## src/rtl/ctrdrbg_pkg.sv

```systemverilog
// Shared types, constants and AES helper functions for the CTR-DRBG word generator.
// Used by the controller, the datapath and the AES round unit; depends on nothing.
`default_nettype none

package ctrdrbg_pkg;

  localparam int BUFFER_WORDS = 32;
  localparam int BUF_AW       = $clog2(BUFFER_WORDS);
  localparam int WL_W         = $clog2(BUFFER_WORDS + 1);
  localparam int FILL_BLOCKS  = (BUFFER_WORDS + 3) / 4;
  localparam int FB_W         = (FILL_BLOCKS > 1) ? $clog2(FILL_BLOCKS) : 1;
  localparam int AES_ROUNDS   = 10;

  localparam logic [31:0] RESEED_LIMIT_RESET = 32'h7FFF_FFF0;

  typedef enum logic [1:0] {
    CMD_INSTANTIATE = 2'd0,
    CMD_RESEED      = 2'd1,
    CMD_DRAW32      = 2'd2,
    CMD_DRAW64      = 2'd3
  } cmd_t;

  typedef enum logic [1:0] {
    UPD_SEED,
    UPD_REFILL_SEED,
    UPD_POST_FILL
  } upd_kind_t;

  typedef enum logic [3:0] {
    S_IDLE,
    S_CHK,
    S_U0,
    S_U0W,
    S_U1,
    S_U1W,
    S_F,
    S_FW,
    S_TAKE,
    S_OUT
  } state_t;

  typedef struct packed {
    logic latch_in;
    logic clear_kc;
    logic enc_start;
    logic upd_store;
    logic upd_finish;
    logic upd_seed;
    logic fill_clr;
    logic fill_store;
    logic gen_one;
    logic gen_inc;
    logic wl_clear;
    logic wl_fill;
    logic take_hi;
    logic take_lo;
    logic out_clear;
    logic out_raw;
    logic raw_wide;
    logic set_ready;
  } dp_cmd_t;

  typedef struct packed {
    logic aes_done;
    logic gen_ready;
    logic wl_zero;
    logic over_limit;
    logic fill_last;
  } dp_status_t;

  localparam logic [7:0] SBOX [256] = '{
    8'h63,8'h7c,8'h77,8'h7b,8'hf2,8'h6b,8'h6f,8'hc5,8'h30,8'h01,8'h67,8'h2b,8'hfe,8'hd7,8'hab,8'h76,
    8'hca,8'h82,8'hc9,8'h7d,8'hfa,8'h59,8'h47,8'hf0,8'had,8'hd4,8'ha2,8'haf,8'h9c,8'ha4,8'h72,8'hc0,
    8'hb7,8'hfd,8'h93,8'h26,8'h36,8'h3f,8'hf7,8'hcc,8'h34,8'ha5,8'he5,8'hf1,8'h71,8'hd8,8'h31,8'h15,
    8'h04,8'hc7,8'h23,8'hc3,8'h18,8'h96,8'h05,8'h9a,8'h07,8'h12,8'h80,8'he2,8'heb,8'h27,8'hb2,8'h75,
    8'h09,8'h83,8'h2c,8'h1a,8'h1b,8'h6e,8'h5a,8'ha0,8'h52,8'h3b,8'hd6,8'hb3,8'h29,8'he3,8'h2f,8'h84,
    8'h53,8'hd1,8'h00,8'hed,8'h20,8'hfc,8'hb1,8'h5b,8'h6a,8'hcb,8'hbe,8'h39,8'h4a,8'h4c,8'h58,8'hcf,
    8'hd0,8'hef,8'haa,8'hfb,8'h43,8'h4d,8'h33,8'h85,8'h45,8'hf9,8'h02,8'h7f,8'h50,8'h3c,8'h9f,8'ha8,
    8'h51,8'ha3,8'h40,8'h8f,8'h92,8'h9d,8'h38,8'hf5,8'hbc,8'hb6,8'hda,8'h21,8'h10,8'hff,8'hf3,8'hd2,
    8'hcd,8'h0c,8'h13,8'hec,8'h5f,8'h97,8'h44,8'h17,8'hc4,8'ha7,8'h7e,8'h3d,8'h64,8'h5d,8'h19,8'h73,
    8'h60,8'h81,8'h4f,8'hdc,8'h22,8'h2a,8'h90,8'h88,8'h46,8'hee,8'hb8,8'h14,8'hde,8'h5e,8'h0b,8'hdb,
    8'he0,8'h32,8'h3a,8'h0a,8'h49,8'h06,8'h24,8'h5c,8'hc2,8'hd3,8'hac,8'h62,8'h91,8'h95,8'he4,8'h79,
    8'he7,8'hc8,8'h37,8'h6d,8'h8d,8'hd5,8'h4e,8'ha9,8'h6c,8'h56,8'hf4,8'hea,8'h65,8'h7a,8'hae,8'h08,
    8'hba,8'h78,8'h25,8'h2e,8'h1c,8'ha6,8'hb4,8'hc6,8'he8,8'hdd,8'h74,8'h1f,8'h4b,8'hbd,8'h8b,8'h8a,
    8'h70,8'h3e,8'hb5,8'h66,8'h48,8'h03,8'hf6,8'h0e,8'h61,8'h35,8'h57,8'hb9,8'h86,8'hc1,8'h1d,8'h9e,
    8'he1,8'hf8,8'h98,8'h11,8'h69,8'hd9,8'h8e,8'h94,8'h9b,8'h1e,8'h87,8'he9,8'hce,8'h55,8'h28,8'hdf,
    8'h8c,8'ha1,8'h89,8'h0d,8'hbf,8'he6,8'h42,8'h68,8'h41,8'h99,8'h2d,8'h0f,8'hb0,8'h54,8'hbb,8'h16
  };

  function automatic logic [7:0] xt(input logic [7:0] a);
    return {a[6:0], 1'b0} ^ (a[7] ? 8'h1b : 8'h00);
  endfunction

  // Byte 0 of a block sits in bits 127:120.
  function automatic logic [127:0] aes_round(input logic [127:0] s, input logic [127:0] rk,
                                             input logic last);
    logic [7:0]   t [16];
    logic [7:0]   a0, a1, a2, a3, all;
    logic [127:0] r;
    int           c, i, src;
    for (c = 0; c < 4; c++) begin
      for (i = 0; i < 4; i++) begin
        src = ((c + i) % 4) * 4 + i;
        t[c * 4 + i] = SBOX[s[127 - 8 * src -: 8]];
      end
    end
    if (!last) begin
      for (c = 0; c < 4; c++) begin
        a0  = t[c * 4];
        a1  = t[c * 4 + 1];
        a2  = t[c * 4 + 2];
        a3  = t[c * 4 + 3];
        all = a0 ^ a1 ^ a2 ^ a3;
        t[c * 4]     = a0 ^ all ^ xt(a0 ^ a1);
        t[c * 4 + 1] = a1 ^ all ^ xt(a1 ^ a2);
        t[c * 4 + 2] = a2 ^ all ^ xt(a2 ^ a3);
        t[c * 4 + 3] = a3 ^ all ^ xt(a3 ^ a0);
      end
    end
    for (i = 0; i < 16; i++) begin
      r[127 - 8 * i -: 8] = t[i];
    end
    return r ^ rk;
  endfunction

  function automatic logic [127:0] key_step(input logic [127:0] rk, input logic [7:0] rcon);
    logic [31:0] t, w0, w1, w2, w3;
    t  = {SBOX[rk[23:16]] ^ rcon, SBOX[rk[15:8]], SBOX[rk[7:0]], SBOX[rk[31:24]]};
    w0 = rk[127:96] ^ t;
    w1 = rk[95:64] ^ w0;
    w2 = rk[63:32] ^ w1;
    w3 = rk[31:0] ^ w2;
    return {w0, w1, w2, w3};
  endfunction

  function automatic logic [127:0] bswap128(input logic [127:0] x);
    logic [127:0] r;
    int           b;
    for (b = 0; b < 16; b++) begin
      r[8 * b +: 8] = x[127 - 8 * b -: 8];
    end
    return r;
  endfunction

  function automatic logic [31:0] bswap32(input logic [31:0] x);
    return {x[7:0], x[15:8], x[23:16], x[31:24]};
  endfunction

endpackage

`default_nettype wire

```

## src/rtl/ctrdrbg_ctrl.sv

```systemverilog
// Controller state machine: sequences seeding, updates, buffer refills and draws.
// Depends on ctrdrbg_pkg; drives ctrdrbg_dp through a command struct.
`default_nettype none

module ctrdrbg_ctrl
  import ctrdrbg_pkg::*;
(
  input  logic       clk,
  input  logic       rst,
  input  logic       in_valid,
  output logic       in_stall,
  input  logic [1:0] cmd,
  output logic       out_valid,
  input  logic       out_stall,
  input  dp_status_t status,
  output dp_cmd_t    c
);

  state_t    state, state_next;
  upd_kind_t kind, kind_next;
  cmd_t      cmd_q, cmd_next;
  logic      half, half_next;

  always_ff @(posedge clk) begin
    if (rst) begin
      state <= S_IDLE;
      kind  <= UPD_SEED;
      cmd_q <= CMD_INSTANTIATE;
      half  <= 1'b0;
    end else begin
      state <= state_next;
      kind  <= kind_next;
      cmd_q <= cmd_next;
      half  <= half_next;
    end
  end

  always_comb begin
    state_next = state;
    kind_next  = kind;
    cmd_next   = cmd_q;
    half_next  = half;
    unique case (state)
      S_IDLE: begin
        if (in_valid) begin
          cmd_next  = cmd_t'(cmd);
          half_next = 1'b0;
          kind_next = UPD_SEED;
          unique case (cmd_t'(cmd))
            CMD_INSTANTIATE: state_next = S_U0;
            CMD_RESEED:      state_next = status.gen_ready ? S_U0 : S_OUT;
            default:         state_next = status.gen_ready ? S_CHK : S_OUT;
          endcase
        end
      end
      S_CHK: begin
        if (!status.wl_zero) begin
          state_next = S_TAKE;
        end else if (status.over_limit) begin
          state_next = S_U0;
          kind_next  = UPD_REFILL_SEED;
        end else begin
          state_next = S_F;
        end
      end
      S_U0:  state_next = S_U0W;
      S_U0W: if (status.aes_done) state_next = S_U1;
      S_U1:  state_next = S_U1W;
      S_U1W: begin
        if (status.aes_done) begin
          unique case (kind)
            UPD_SEED:        state_next = S_OUT;
            UPD_REFILL_SEED: state_next = S_F;
            default:         state_next = S_TAKE;
          endcase
        end
      end
      S_F:  state_next = S_FW;
      S_FW: begin
        if (status.aes_done) begin
          if (status.fill_last) begin
            state_next = S_U0;
            kind_next  = UPD_POST_FILL;
          end else begin
            state_next = S_F;
          end
        end
      end
      S_TAKE: begin
        // high word first, then go back for the low word
        if (cmd_q == CMD_DRAW64 && !half) begin
          half_next  = 1'b1;
          state_next = S_CHK;
        end else begin
          state_next = S_OUT;
        end
      end
      S_OUT: if (!out_stall) state_next = S_IDLE;
      default: state_next = S_IDLE;
    endcase
  end

  always_comb begin
    c         = '0;
    in_stall  = (state != S_IDLE);
    out_valid = (state == S_OUT);
    unique case (state)
      S_IDLE: begin
        if (in_valid) begin
          c.latch_in  = 1'b1;
          c.out_clear = 1'b1;
          c.clear_kc  = (cmd_t'(cmd) == CMD_INSTANTIATE);
          c.out_raw   = !status.gen_ready &&
                        (cmd_t'(cmd) == CMD_DRAW32 || cmd_t'(cmd) == CMD_DRAW64);
          c.raw_wide  = (cmd_t'(cmd) == CMD_DRAW64);
        end
      end
      S_CHK: c.fill_clr = status.wl_zero;
      S_U0, S_U1, S_F: c.enc_start = 1'b1;
      S_U0W: c.upd_store = status.aes_done;
      S_U1W: begin
        if (status.aes_done) begin
          c.upd_finish = 1'b1;
          c.upd_seed   = (kind != UPD_POST_FILL);
          unique case (kind)
            UPD_SEED: begin
              c.gen_one   = 1'b1;
              c.wl_clear  = 1'b1;
              c.set_ready = (cmd_q == CMD_INSTANTIATE);
            end
            UPD_REFILL_SEED: c.gen_one = 1'b1;
            default: begin
              c.gen_inc = 1'b1;
              c.wl_fill = 1'b1;
            end
          endcase
        end
      end
      S_FW: c.fill_store = status.aes_done;
      S_TAKE: begin
        c.take_hi = (cmd_q == CMD_DRAW64) && !half;
        c.take_lo = !((cmd_q == CMD_DRAW64) && !half);
      end
      default: ;
    endcase
  end

endmodule

`default_nettype wire

```

## config.mk

```make
export PLATFORM = sky130hd
export DESIGN_NAME = ctrdrbg_ctrl
export DESIGN_NICKNAME = d
export VERILOG_FILES = /design/src/rtl/ctrdrbg_pkg.sv /design/src/rtl/ctrdrbg_ctrl.sv
export SDC_FILE = /design/constraint.sdc
export NUM_CORES = 1
export LEC_CHECK = 0
export ABC_AREA = 1
export BUFFER_PORTS_ARGS = -buffer_cell sky130_fd_sc_hd__clkbuf_2
export CORE_MARGIN = 5
export CORE_UTILIZATION = 48
export DETAILED_ROUTE_END_ITERATION = 8
export PLACE_DENSITY = 0.78
export SYNTH_ARGS = -nofsm -noshare
export SYNTH_HDL_FRONTEND = slang
export SYNTH_SLANG_ARGS = --single-unit
```

## constraint.sdc

```tcl
create_clock -name clk -period 1.4 [get_ports clk]
set_input_delay 0.07 -clock clk [delete_from_list [all_inputs] [get_ports clk]]
set_output_delay 0.07 -clock clk [all_outputs]
set_load 0.005 [all_outputs]
```

* Word-level counts from Yosys, hierarchy flattened
Index checks and enable logic that the tools add are counted.
Storage, ports and cells: word-level logic and storage cells 89, output and inout bits 20, bits in registers 9, bits of input ports 11
Cells by class: muxes and demuxes 42, reduce and logical (&&, ||, !) cells 19, equality and inequality tests 24
Operator list (number):
- $mux 4 | 11
- $pmux 4 s10 | 1
- $mux 2 | 10
- $ne 2x2->1 const B | 10
- $eq 4x3->1 const B | 4
- $pmux 4 s2 | 2
- $mux 1 | 12
- $mux 3 | 4
- $eq 4x2->1 const B | 2
- $eq 4x4->1 const B | 2
- $eq 2x2->1 const B | 3
- $logic_not 2->1 | 3
- $pmux 2 s3 | 1
- $reduce_and 6->1 | 1
- $reduce_and 5->1 | 1
- $eq 2x1->1 const B | 2
- $eq 4x1->1 const B | 1
- $logic_not 4->1 | 1
- $reduce_bool 4->1 | 1
- $logic_not 1->1 | 3
- $reduce_and 3->1 | 1
- $reduce_bool 3->1 | 1
- $reduce_or 3->1 | 1
- $logic_and 1x1->1 | 2
- other kinds (5) | 5

* Logic depth before layout (Yosys ltp)
Gate-level depths: netlist of the first run.
depth in word-level cells 5, gate-level depth with buffers 9, mapped depth without buffers 9

* Worst setup path after synthesis of the first run
No wires, ideal clock.
path kind flip-flop to flip-flop, from register state[2], to register kind[0], clock period less this slack 1211 ps, path slack 189 ps, buffers on the path 0, arrival 1096 ps, data required time 1285 ps, cell stages (with the launch flop) 10, setup time 115 ps, cells stage by stage dfxtp_1 -> inv_2 -> nor2_8 -> nand2_4 -> nand2_2 -> nand2_2 -> nor2_4 -> nand3_1 -> nand2_1 -> nor2_1
Between the ends: word-level cells in the longest chain between the ends 3, elaborated cells between the ends (all ways) 11, classes of those cells eq/ne: 7; mux: 1; reduce/logical: 3
Ends and longest elaborated chain:
- start: declaration | line ctrdrbg_ctrl.sv:19 | state_t state, state_next;
- start signal: assignment | line ctrdrbg_ctrl.sv:31 | state <= state_next;
- $eq 4x1->1 (tied with other cells) | line ctrdrbg_ctrl.sv:43 | unique case (state)
- $ne 2x2->1 (no line) or $reduce_bool 3->1 (tied branches)
- $reduce_and 6->1 (no line)
- end signal: assignment | line ctrdrbg_ctrl.sv:32 | kind <= kind_next;
- end: declaration | line ctrdrbg_ctrl.sv:20 | upd_kind_t kind, kind_next;
Several ways; a longest one is shown, not always the timed one. A chain may end at the register's enable or synchronous reset.

==> results of run 1 <==
## report_power, final
| part | leakage (nW) | switching, W | internal, W |
|---|---|---|---|
| Clock | 0.0177 | 0.000106 | 0.000106 |
| Combinational | 0.591 | 0.000953 | 0.000687 |
| Sequential | 0.0766 | 0.000124 | 0.000353 |
| Total | 0.685 | 0.00118 | 0.00115 |
## routing by layer
layer  vias to the layer above  routed length (um)
met5                         -                   0
met4                         0                  40
met3                         6                 197
met2                        47                1270
met1                       483                1080
li1                        534                   -
## worst min-delay path: stages
cell                       delay, ns
sky130_fd_sc_hd__clkbuf_2       0.09
sky130_fd_sc_hd__nand2_1        0.06
sky130_fd_sc_hd__a21oi_1        0.05
## worst min-delay path by stage
| stage | from | to | slack [ns] | cells after the start |
|---|---|---|---|---|
| 5_1_grt | cmd[0] | cmd_q[0] | 0.04 | 3 |
| 3_5_place_dp | cmd[0] | cmd_q[0] | 0.33 | 3 |
| 3_3_place_gp | cmd[0] | cmd_q[0] | 0.32 | 3 |
| 4_1_cts | cmd[0] | cmd_q[0] | 0.04 | 3 |
| 6_report | cmd[0] | cmd_q[0] | 0.04 | 3 |
| 2_1_floorplan | status[3] | c[2] | 0.17 | 1 |
## cells in the final DEF, fill, tap and decap left out, types with 3 or more instances in the layout
cell,Yosys,layout
sky130_fd_sc_hd__a21oi_2,3,4
sky130_fd_sc_hd__nand2_2,6,10
sky130_fd_sc_hd__clkbuf_2,0,27
sky130_fd_sc_hd__nand3_1,15,14
sky130_fd_sc_hd__nor2_4,3,7
sky130_fd_sc_hd__nor2_2,3,4
sky130_fd_sc_hd__inv_1,12,9
sky130_fd_sc_hd__a21oi_1,8,7
sky130_fd_sc_hd__buf_2,0,3
sky130_fd_sc_hd__nand2_1,37,30
sky130_fd_sc_hd__buf_4,2,12
sky130_fd_sc_hd__nand3_2,2,3
sky130_fd_sc_hd__nor2_1,21,16
sky130_fd_sc_hd__clkbuf_4,0,3
sky130_fd_sc_hd__nand2_4,2,5
sky130_fd_sc_hd__dfxtp_4,0,4
sky130_fd_sc_hd__dfxtp_1,9,5
sky130_fd_sc_hd__inv_2,6,7
## stage by stage
stage	instances	total power (W)	worst slack (ns)	TNS [ns]	cell area, um2
final	200	0.00233	-0.0299	-0.0299	1230
after global routing	200	0.00252	-0.0982	-0.403	1230
after CTS	195	0.00204	0.000740	0	1120
after detailed placement	186	0.00166	0.0201	0	1010
after global placement	186	0.00164	0.0425	0	1010
after floorplan	140	0.00133	0.189	0	842
## repair_timing
action	4_1_cts	5_1_grt
endpoints found under the setup margin	14	15
pin swaps	4	9
resized for setup	16	24
setup buffers	5	5
## state kept, by name (all words and copies together) (netlist names)
signal and cells:
state 4, half 1, cmd_q 2, kind 2
## final cells by class
type,instances,share of cell area
multi-input combinational,110,0.546
timing repair buffer,42,0.196
sequential,9,0.159
inverter,18,0.0592
clock buffer,3,0.0184
tap,17,0.0173
clock inverter,1,0.00408
## cells by family after synthesis
family / share of synthesized area
and+or+nand+nor: 0.588
buffers and inverters: 0.103
AOI/OAI and AO/OA: 0.0951
DFF: 0.214
==> impl.org, run 1 <==
** Worst setup path
- Following the worst setup path forward leads to its endpoint at c[2].
- In this run the number of cells on the critical path is 8.
- Delay contributed by the slowest stage of the critical path :: 0.38 ns
- Crit path max fanout :: 5
- The worst setup path is captured at an output port.
- Critical path class :: reg2out
- Data required time at the worst endpoint :: 1.33 ns
- The number of cells on the worst reg-to-reg path is 9.
- Critical path, cell by cell :: nor2_4, nand2_2, inv_2, nand2_4, inv_2, nand2_2, nor2_1, buf_2
- Among cell families on the critical path, the largest total delay comes from simple AND/OR/NAND/NOR gates.
- Destination of the worst register-to-register timing path :: kind[1]
- Origin of the critical flop-to-flop path :: state[3]
- At the worst endpoint, the arrival time is 1.36 ns.
- Buf/Inv on CP :: 3
- The slowest stage of the critical path belongs to the cell sky130_fd_sc_hd__dfxtp_4.
- The critical path starts at state[1].
- Element type at the critical path start :: flip-flop
- Worst reg2reg setup slack :: 0.08 ns

** Global route
- Met2 Use GR :: 0.347
- The number of global-route vias before repair was 984.
- Number of antenna violations at the first check in global routing :: 0
- Overall global routing resource usage :: 0.202
- The first global-routing pass estimated 4120 um of wire.
- Entering global routing, the biggest net connects 10 pins.
- For this run the aggregate overflow at the end of global routing stands at 0.
- Met1 demand-to-capacity share in global routing :: 0.247
- Global routing met3 resource utilization :: 0.0344
- Busiest metal layer after global routing :: met2

** Yosys
- Counting distinct cell types in the post-synthesis netlist gives 23.
- The share of synthesized area in the top cell type comes to 0.214.
- The average instance in the mapped netlist occupies 6.01 um2.
- Synthesized Nets :: 151
- By count the netlist is led by 37 x sky130_fd_sc_hd__nand2_1, 21 x sky130_fd_sc_hd__nor2_1, 15 x sky130_fd_sc_hd__nand3_1, 12 x sky130_fd_sc_hd__inv_1, 9 x sky130_fd_sc_hd__dfxtp_1.
- Counting flops with a built-in enable in the synthesized netlist gives 0.
- Among all cell types in the netlist, the one instantiated most often is sky130_fd_sc_hd__nand2_1.
- The mapped netlist covers 842 um2.
- Ys async rst share :: 0
- Post-synthesis instance total :: 140
- YS warnings :: 0
- Top cell type by total area after synthesis :: sky130_fd_sc_hd__dfxtp_1
- Counting flops and latches in the post-synthesis netlist gives 9.
- By area the synthesized netlist is led by sky130_fd_sc_hd__dfxtp_1 21%, sky130_fd_sc_hd__nand2_1 16%, sky130_fd_sc_hd__nor2_1 9.4%, sky130_fd_sc_hd__nand3_1 8.9%, sky130_fd_sc_hd__inv_1 5.3%.
- The share of the Yosys chip area taken by registers is 0.214.
- Most used DFF post-synth :: sky130_fd_sc_hd__dfxtp_1

** Clock network
- Total CTS buffers :: 3
- Cts hold-fix bufs :: 0
- Sink count of the clock tree :: 9
- The longest clock path from root to sink contains 2 buffers.
- Clk slew on worst S/H paths :: 0.07 ns
- Cell chosen for the clock root :: sky130_fd_sc_hd__clkbuf_4
- TritonCTS built the clock tree.
- CTS H-Tree Depth :: 1
- Clock latency of the later-clocked register in the worst-skew pair :: 0.27 ns

** Timing
- For the final database, setup skew stands at 0.00204 ns.
- The max-slew violation count was 0.
- Clock period minus worst slack :: 1.43 ns
- The tightest hold path in the finished design has a slack of 0.0379 ns.
- Max-slew headroom at the worst pin :: 0.850
- Setup violations remaining at the end of the flow were counted as 1.
- Tcrit/Tclk final :: 1.02
- Timing would allow up to 699 MHz.
- Final hold violation count :: 0
- Slew at the pin closest to its max-slew limit :: 0.222 ns
- Setup repair after global routing could not meet its margin everywhere.
- Across all setup checks in the final design, the least slack found is -0.0299 ns.

** Finish
- Relative to the synthesized area, the layout overhead comes to 45.6%.
- Fraction of final layout cells with drive strength greater than 1 :: 0.530
- Final core utilization :: 0.726
- 0 antenna diodes ended up in the layout.
- Nets@finish :: 195
- Area used by sequential logic in the layout :: 195 um2
- Fill cells in the final layout number 140.
- In the final layout, the multi-input gates occupy 669 um2.

** Die
- Effective utilization at floorplan :: 0.499
- Area enclosed by the die boundary :: 0.00269 mm2
- The die is 51.9 um wide.
- The die is 51.9 um tall.
- Count of pins on the block boundary :: 31
- The floorplan has 15 rows.
- Core area :: 0.00169 mm2

** Power and ir drop
- IR analysis of the VDD net gives a maximum drop of 1.33 mV.
- For this design the static power due to leakage is 0.685 nW.
- Power spread over the standard cell area amounts to 1900 mW/mm2.

** Route
- Final wirelength :: 2590 um
- The first detailed-routing pass took 4 iterations.
- Ratio of routed vias to standard cells :: 5.35
- For this block, the via count after detailed routing is 1070.
- The detail route stage leaves a number of antenna-violating nets equal to 0.
- Routed length per instance :: 13.0 um
- After detailed routing, the number of remaining DRC violations is 0.
- In this run, the number of DRC markers left after iteration 0 of detailed routing was 34.

** Placement
- Port buffering added 30 buffers.
- Final weighted congestion in routability-driven placement :: 0.934
- Half-perimeter wire length after placement :: 1870 um

** Hold path
- Type of the worst min-delay path :: in2reg

** Run status
- The checks that failed: negative setup slack.
- The flow ran to the end, but the final reports show violations.

** Run
- Max-cap violations in this run came to 0.
No activity file was read; power rests on OpenSTA's default activity.
==> run 2: changes to the inputs <==
clock period = 1.55 ns   (was 1.4 ns; I/O delays follow)
==> run 2 against run 1 <==
Compared with the run above:
- combinational power decreased by 29%
- critical path type unchanged
- setup slack improved by 0.13 ns
- sequential share of layout area increased by 1.7 points
- utilization decreased by 8.8 points
- clock skew increased by 0.0021 ns
- global-route usage decreased by 1.7 points
- the run now ends clean
- largest cell class unchanged
- hold slack improved by 0.013 ns
- sequential power decreased by 14%
- critical path depth decreased by 2
==> impl.org, run 2 (synthesis results as in run 1) <==
** Power and ir drop
- The reported leakage power is 0.619 nW (-9.6%).
- The total power density per cell area is 1650 mW/mm2 (-13%).
- Final total power :: 0.00178 W (-24%)
- Worst vdd ir :: 0.942 mV (-29%)

** Hold path
- The tightest min-delay check is of the in2reg type.
- Origin of the worst min-delay path :: cmd[0]
- Hold Path Depth :: 3 (unchanged)
- WHS Endpoint :: cmd_q[0]

** Worst setup path
- The maximum net fanout on the critical path was 7 (+2).
- The worst stage delay on the critical path is 0.38 ns (about the same).
- Walking the worst path, the cells encountered are inv_2, nand2_1, nor2_2, nand2_2, nor2_1, clkbuf_2.
- The worst setup path is launched from a flip-flop.
- Worst reg2reg setup slack :: 0.16 ns (+0.08 ns)
- Origin of the critical flop-to-flop path :: state[0]
- In this run the critical register-to-register path is captured at kind[1].
- Category of cells accounting for the largest share of critical-path delay :: simple AND/OR/NAND/NOR gates
- Buf/Inv on CP :: 2 (-1)
- STA classifies the critical path endpoint as an output port.
- The cell count of the worst reg-to-reg path was 7 (-2).
- Data required time at the worst endpoint :: 1.47 ns (+0.14 ns)
- Arrival time at the worst endpoint :: 1.37 ns (about the same)
- Among all stages on the critical path, the largest delay is contributed by sky130_fd_sc_hd__dfxtp_4.
- The critical path is of the reg2out type.

** Clock network
- Clock latency of the later-clocked register in the worst-skew pair :: 0.27 ns (about the same)
- The clock-pin slew on the worst setup and hold paths was 0.07 ns (about the same).
- CTS H-Tree Depth :: 1 (unchanged)
- Buffer depth of the longest clock path :: 2 (unchanged)
- The total clock buffers created by CTS was 3 (unchanged).
- Sink count of the clock tree :: 9 (unchanged)
- The hold buffer count at cts is 0 (unchanged).
- Cell chosen for the clock root :: sky130_fd_sc_hd__clkbuf_4
- TritonCTS built the clock tree.

** Placement
- The placed wire-length estimate after detailed placement is 1740 um (-6.8%).
- Final weighted congestion in routability-driven placement :: 0.896 (-4.1%)
- The port buffer count was 30 (unchanged).

** Route
- Antenna-violating nets left :: 0 (unchanged)
- The number of DRC markers after the initial detailed-route iteration came to 18 (-47%).
- Via count of the routed design :: 989 (-7.6%)
- The via density per instance is 5.18 (-3.2%).
- Routed length per instance :: 11.8 um (-9.2%)
- Final wirelength :: 2250 um (-13%)
- The remaining design rule violation count came to 0 (unchanged).
- Detailed-router iteration count before antenna repair :: 4 (unchanged)

** Finish
- Synthesis-to-finish area growth :: 27.9%
- Reg with most FFs :: state
- The net count of the finished layout was 186 (-4.6%).
- The number of fillers in the final layout is 152 (+8.6%).
- Fraction of final layout cells with drive strength greater than 1 :: 0.431 (-0.0990)
- Final core utilization :: 0.638 (-0.0881)
- Most common cell after layout, fill and taps aside :: sky130_fd_sc_hd__nand2_1
- The number of flip-flops under the largest register name came to 4 (unchanged).
- Most frequent cells in the layout :: 35 x sky130_fd_sc_hd__nand2_1, 29 x sky130_fd_sc_hd__clkbuf_2, 18 x sky130_fd_sc_hd__nor2_1
- The number of antenna repair diodes is 0 (unchanged).
- The largest registers in the layout are state x4, cmd_q x2, kind x2.

** Global route
- Number of antenna violations at the first check in global routing :: 0 (unchanged)
- The total global-route track usage is 0.185 (-0.0169).
- The wire length of the first global-routing pass came to 3780 um (-8.2%).
- Number of global-route vias before repair :: 913 (-7.2%)
- GR Overflow Total :: 0 (unchanged)
- The largest net degree at the start of global routing came to 10 (unchanged).

** Timing
- The max-slew violation count came to 0 (unchanged).
- Setup repair after global routing could not meet its margin everywhere.
- Counting I/O delays and the setup requirement, the final critical path takes 1.45 ns.
- Max-slew headroom at the worst pin :: 0.777 (-0.0732)
- Worst clock skew on the final layout :: 0.00410 ns (+0.00206 ns)
- Slew at the pin closest to its max-slew limit :: 0.334 ns (+0.112 ns)
- For this run, the top clock speed supported by timing is 690 MHz.
- Final hold violation count :: 0 (unchanged)
- The number of setup violations in the final report is 0 (-1).
- Dividing the final minimum period by the clock period gives 0.935.

** Die
- Die width :: 51.9 um (unchanged)
- The height of the die was 51.9 um (unchanged).
- Effective utilization at floorplan :: 0.499 (unchanged)
- The standard cell core area came to 0.00169 mm2 (unchanged).
- The die area came to 0.00269 mm2 (unchanged).
- The total number of placement rows is 15 (unchanged).
- The I/O pin count was 31 (unchanged).

** Run status
- Result of the run :: finished clean

** Run
- Number of max-capacitance violations reported :: 0 (unchanged)
run 2: cell count changes in the layout (fill, tap and decap cells not counted), moves of 3 or more:
cell,delta
sky130_fd_sc_hd__nand2_1,+5
sky130_fd_sc_hd__nor2_4,-3
sky130_fd_sc_hd__buf_4,-9
sky130_fd_sc_hd__nand2_4,-3
run 2: stage by stage:
stage,TNS (ns),cell area (um2),cells,worst slack (ns),hold slack [ns]
4_1_cts,0,1040,189,0.00575,0.0480
2_1_floorplan,0,842,140,0.339,0.186
6_report,0,1080,191,0.101,0.0506
3_3_place_gp,0,995,184,0.184,0.331
5_1_grt,-0.00488,1080,191,-0.00271,0.0553
3_5_place_dp,0,995,184,0.150,0.335
run 2: layout make-up:
class,instances,area (um2),area share
Sequential cell,9,190,0.177
Tap cell,17,21.3,0.0197
Timing Repair Buffer,33,173,0.160
Multi-Input combinational cell,110,599,0.556
Inverter,18,67.6,0.0627
Clock buffer,4,26.3,0.0244
run 2: worst register-to-register path, cell delays in order (launching register included):
cell,delay (ns)
sky130_fd_sc_hd__dfxtp_2,0.40
sky130_fd_sc_hd__inv_2,0.08
sky130_fd_sc_hd__nor2_2,0.28
sky130_fd_sc_hd__nand3b_1,0.18
sky130_fd_sc_hd__nand2_2,0.12
sky130_fd_sc_hd__nor2_4,0.05
sky130_fd_sc_hd__a21oi_1,0.13
sky130_fd_sc_hd__nor2_1,0.06
run 2: timing repair:
action | CTS | global route
setup buffers | 1 | 2
gates cloned | 0 | 0
endpoints found under the setup margin | 7 | 7
resized for setup | 7 | 8
pin swaps | 1 | 2
run 2: worst max-delay path by stage:
stage	from	end	slack, ns	cells after the start
global placement	state[3]	c[1]	0.18	8
finish	state[1]	c[6]	0.10	6
CTS	state[3]	c[2]	0.006	8
detailed placement	state[3]	c[2]	0.15	8
global route	state[1]	c[6]	-0.003	6
floorplan	state[2]	kind[0]	0.34	9
run 2: routing by layer:
layer | track usage | part of all wire | up-vias | wire, um
li1 | - | - | 512 | -
met1 | 0.238 | 0.45 | 433 | 1020
met2 | 0.301 | 0.45 | 38 | 1020
met3 | 0.0372 | 0.077 | 6 | 174
met4 | 0.0655 | 0.016 | 0 | 36
met5 | 0 | 0 | - | 0
run 2: where the power goes:
part	total (W)	switching, W	internal, W
combinational	0.00117	0.000717	0.000455
sequential	0.000410	0.0000952	0.000315
clock	0.000194	0.0000944	0.0000998
total	0.00178	0.000907	0.000869
==> run 3: changes to the inputs <==
CORE_UTILIZATION = 45   (was 48)
PLACE_DENSITY = 0.74   (was 0.78)
==> run 3 against run 2 <==
Compared with the run above:
- design area grew 0.81%
- critical path depth is the same
- sequential cell count is the same
- critical path type unchanged
- critical endpoint is now c[0]
- largest cell class unchanged
- largest power group unchanged
==> impl.org, run 3 (synthesis results as in run 1) <==
** Global route
- Pin count of the biggest net entering global routing :: 10 (unchanged)
- Global-route wire length before repair :: 3820 um (+1.1%)
- Overall global routing resource usage :: 0.180 (-0.00442)
- The initial antenna violation count came to 0 (unchanged).
- The leftover overflow at the end of global routing came to 0 (unchanged).
- Number of global-route vias before repair :: 957 (+4.8%)

** Finish
- Registers with the highest flip-flop counts :: state x4, cmd_q x2, kind x2
- Flip-flop count of the largest register, all copies and words added :: 4 (unchanged)
- The library cell used most frequently in the layout, excluding fill and tap cells, is sky130_fd_sc_hd__nand2_1.
- The non-filler instance count after layout is 199 (+4.2%).
- The proportion of layout cells with a drive suffix above 1 came to 0.425 (-0.00575).
- The summed area of non-filler cells in the final layout came to 0.00109 mm2 (+0.81%).
- The net count of the finished layout came to 186 (unchanged).
- More flip-flops sit in one register than any other, and that register is state.
- Final antenna diode count :: 0 (unchanged)
- In the layout the commonest cells are 34 x sky130_fd_sc_hd__nand2_1, 30 x sky130_fd_sc_hd__clkbuf_2, 19 x sky130_fd_sc_hd__nor2_1.
- Synthesis-to-finish area growth :: 29.0%

** Power and ir drop
- The total power after layout came to 0.00179 W (+0.93%).
- The reported leakage power came to 0.618 nW (-0.19%).
- The total power density per cell area is 1650 mW/mm2 (+0.11%).
- The worst supply voltage drop on vdd is 0.993 mV (+5.4%).

** Route
- Final wirelength :: 2330 um (+3.7%)
- Antenna-violating nets left :: 0 (unchanged)
- The detailed-routed wire length on met3 was 173 um (-0.57%).
- The number of DRC markers after the initial detailed-route iteration is 24 (+6).
- The highest metal layer carrying signal wires in the routed design is met4.
- Sum of routed wire segments on met1 :: 981 um (-3.4%)
- The detailed-router iteration count before antenna repair came to 4 (unchanged).
- Amount of wire on met2 after detailed routing :: 1120 um (+10%)
- Post-detailed-route DRC marker count :: 0 (unchanged)
- The via density per instance is 5.10 (-1.5%).
- Via count of the routed design :: 1015 (+2.6%)
- Routed length per instance :: 11.7 um (-0.48%)

** Die
- Count of pins on the block boundary :: 31 (unchanged)
- Die width :: 53.3 um (+2.6%)
- The starting density of the core was 0.482 (-0.0161).
- Height of the die :: 53.3 um (+2.6%)
- Area enclosed by the die boundary :: 0.00284 mm2 (+5.4%)
- Row Count :: 15 (unchanged)
- Core area :: 0.00175 mm2 (+3.3%)

** Run
- The max-capacitance violation count was 0 (unchanged).

** Timing
- The worst slew slack as a fraction of its limit is 0.793 (+0.0157).
- The number of setup violations in the final report is 0 (unchanged).
- Unrepaired setup endpoints after global routing :: true
- The highest clock frequency the design can meet came to 689 MHz (-0.18%).
- The number of hold violations in the final report was 0 (unchanged).
- Worst setup slack after layout :: 0.0985 ns (-0.00262 ns)
- The max-slew violation count is 0 (unchanged).
- The tightest hold margin is 0.0441 ns (-0.00649 ns).
- The slew at the pin closest to its max-slew limit came to 0.310 ns (-0.0235 ns).
- The fraction of the cycle the final worst path needs came to 0.936 (+0.00169).
- Clock period minus worst slack :: 1.45 ns (+0.00262 ns)
- Worst clock skew on the final layout :: 0.00428 ns (+0.000186 ns)

** Hold path
- The worst hold path begins at cmd[0].
- Hold Path Depth :: 3 (unchanged)
- WHS Endpoint :: cmd_q[0]
- Type of the worst min-delay path :: in2reg

** Worst setup path
- Worst reg2reg setup slack :: 0.21 ns (+0.05 ns)
- The startpoint identified for the worst register-to-register timing path is state[2].
- Destination of the worst register-to-register timing path :: kind[0]
- R2R depth :: 9 (+2)
- Worst setup EP type :: output port
- Element type at the critical path start :: flip-flop
- Crit path max fanout :: 6 (-1)
- The endpoint required time on the critical path came to 1.47 ns (about the same).
- Arrival time at the worst endpoint :: 1.37 ns (about the same)
- Critical path class :: reg2out

** Placement
- Half-perimeter wire length after placement :: 1850 um (+6.2%)
- The placed instance area was 0.00100 mm2 (+1.0%).
- The worst setup timing slack at the placement stage is 0.143 ns (-0.00696 ns).
- Final weighted congestion in routability-driven placement :: 0.934 (+4.2%)
- The number of placed cells counting well taps is 192 (+4.3%).
- IO buf count :: 30 (unchanged)

** Clock network
- The number of clock sinks seen by CTS was 9 (unchanged).
- Clock tree from TritonCTS :: yes
- Cts hold-fix bufs :: 0 (unchanged)
- Buffer depth of the longest clock path :: 2 (unchanged)
- CTS placed an instance of sky130_fd_sc_hd__clkbuf_4 at the clock tree root.
- The clock-pin slew on the worst setup and hold paths was 0.08 ns (about the same).
- Total CTS buffers :: 3 (unchanged)
- CTS H-Tree Depth :: 1 (unchanged)
- The clock latency reported for the late side of the worst-skew pair is 0.27 ns (about the same).

** Run status
- Result of the run :: finished clean
## run 3: changes by cell type in the layout (fill, tap and decap cells not counted), sizes merged
cell	previous run	this run
buf	4	3
clkbuf	33	34
## run 3: stage by stage
step	util	TNS [ns]
floorplan	-	0
global placement	0.576	0
detailed placement	0.576	0
CTS	0.603	-0.0148
global route	0.622	-0.0133
finish	0.622	0
## run 3: repair_timing
action                                 in CTS  in global routing
setup buffers                               1                  2
setup endpoints to repair                   8                  9
endpoints found under the hold margin       0                  0
pin swaps                                   1                  3
gates resized for setup                     6                  7
## run 3: worst max-delay path, stage by stage (launching register included)
cell	delay [ns]
sky130_fd_sc_hd__dfxtp_4	0.38
sky130_fd_sc_hd__inv_1	0.09
sky130_fd_sc_hd__nand2_1	0.07
sky130_fd_sc_hd__nor2_2	0.16
sky130_fd_sc_hd__nand2_2	0.11
sky130_fd_sc_hd__nor4_2	0.14
sky130_fd_sc_hd__clkbuf_2	0.15
## run 3: power breakdown
group          switching [W]  internal [W]
combinational       0.000708      0.000458
sequential          0.000110      0.000314
clock               0.000104     0.0000998
total               0.000922      0.000871
## run 3: worst max-delay path by stage
| stage | slack [ns] | from | endpoint | cells past startpoint |
|---|---|---|---|---|
| CTS | -0.01 | state[1] | c[0] | 6 |
| global placement | 0.14 | state[1] | c[0] | 6 |
| finish | 0.1 | state[3] | c[0] | 6 |
| floorplan | 0.34 | state[2] | kind[0] | 9 |
| global route | -0.005 | state[3] | c[0] | 6 |
| detailed placement | 0.14 | state[1] | c[2] | 8 |
## run 3: per-layer routing
layer,vias to the layer above,global-route usage
met5,-,0
met4,0,0.0511
met3,6,0.0282
met2,53,0.316
met1,443,0.223
li1,513,-
## run 3: cell type report
type	instances	area (um2)
fillers	179	659
multi-input cells	110	599
flip-flops and latches	9	189
repair buffers	33	173
inverters	18	67.6
well taps	25	31.3
clock buffers	4	26.3
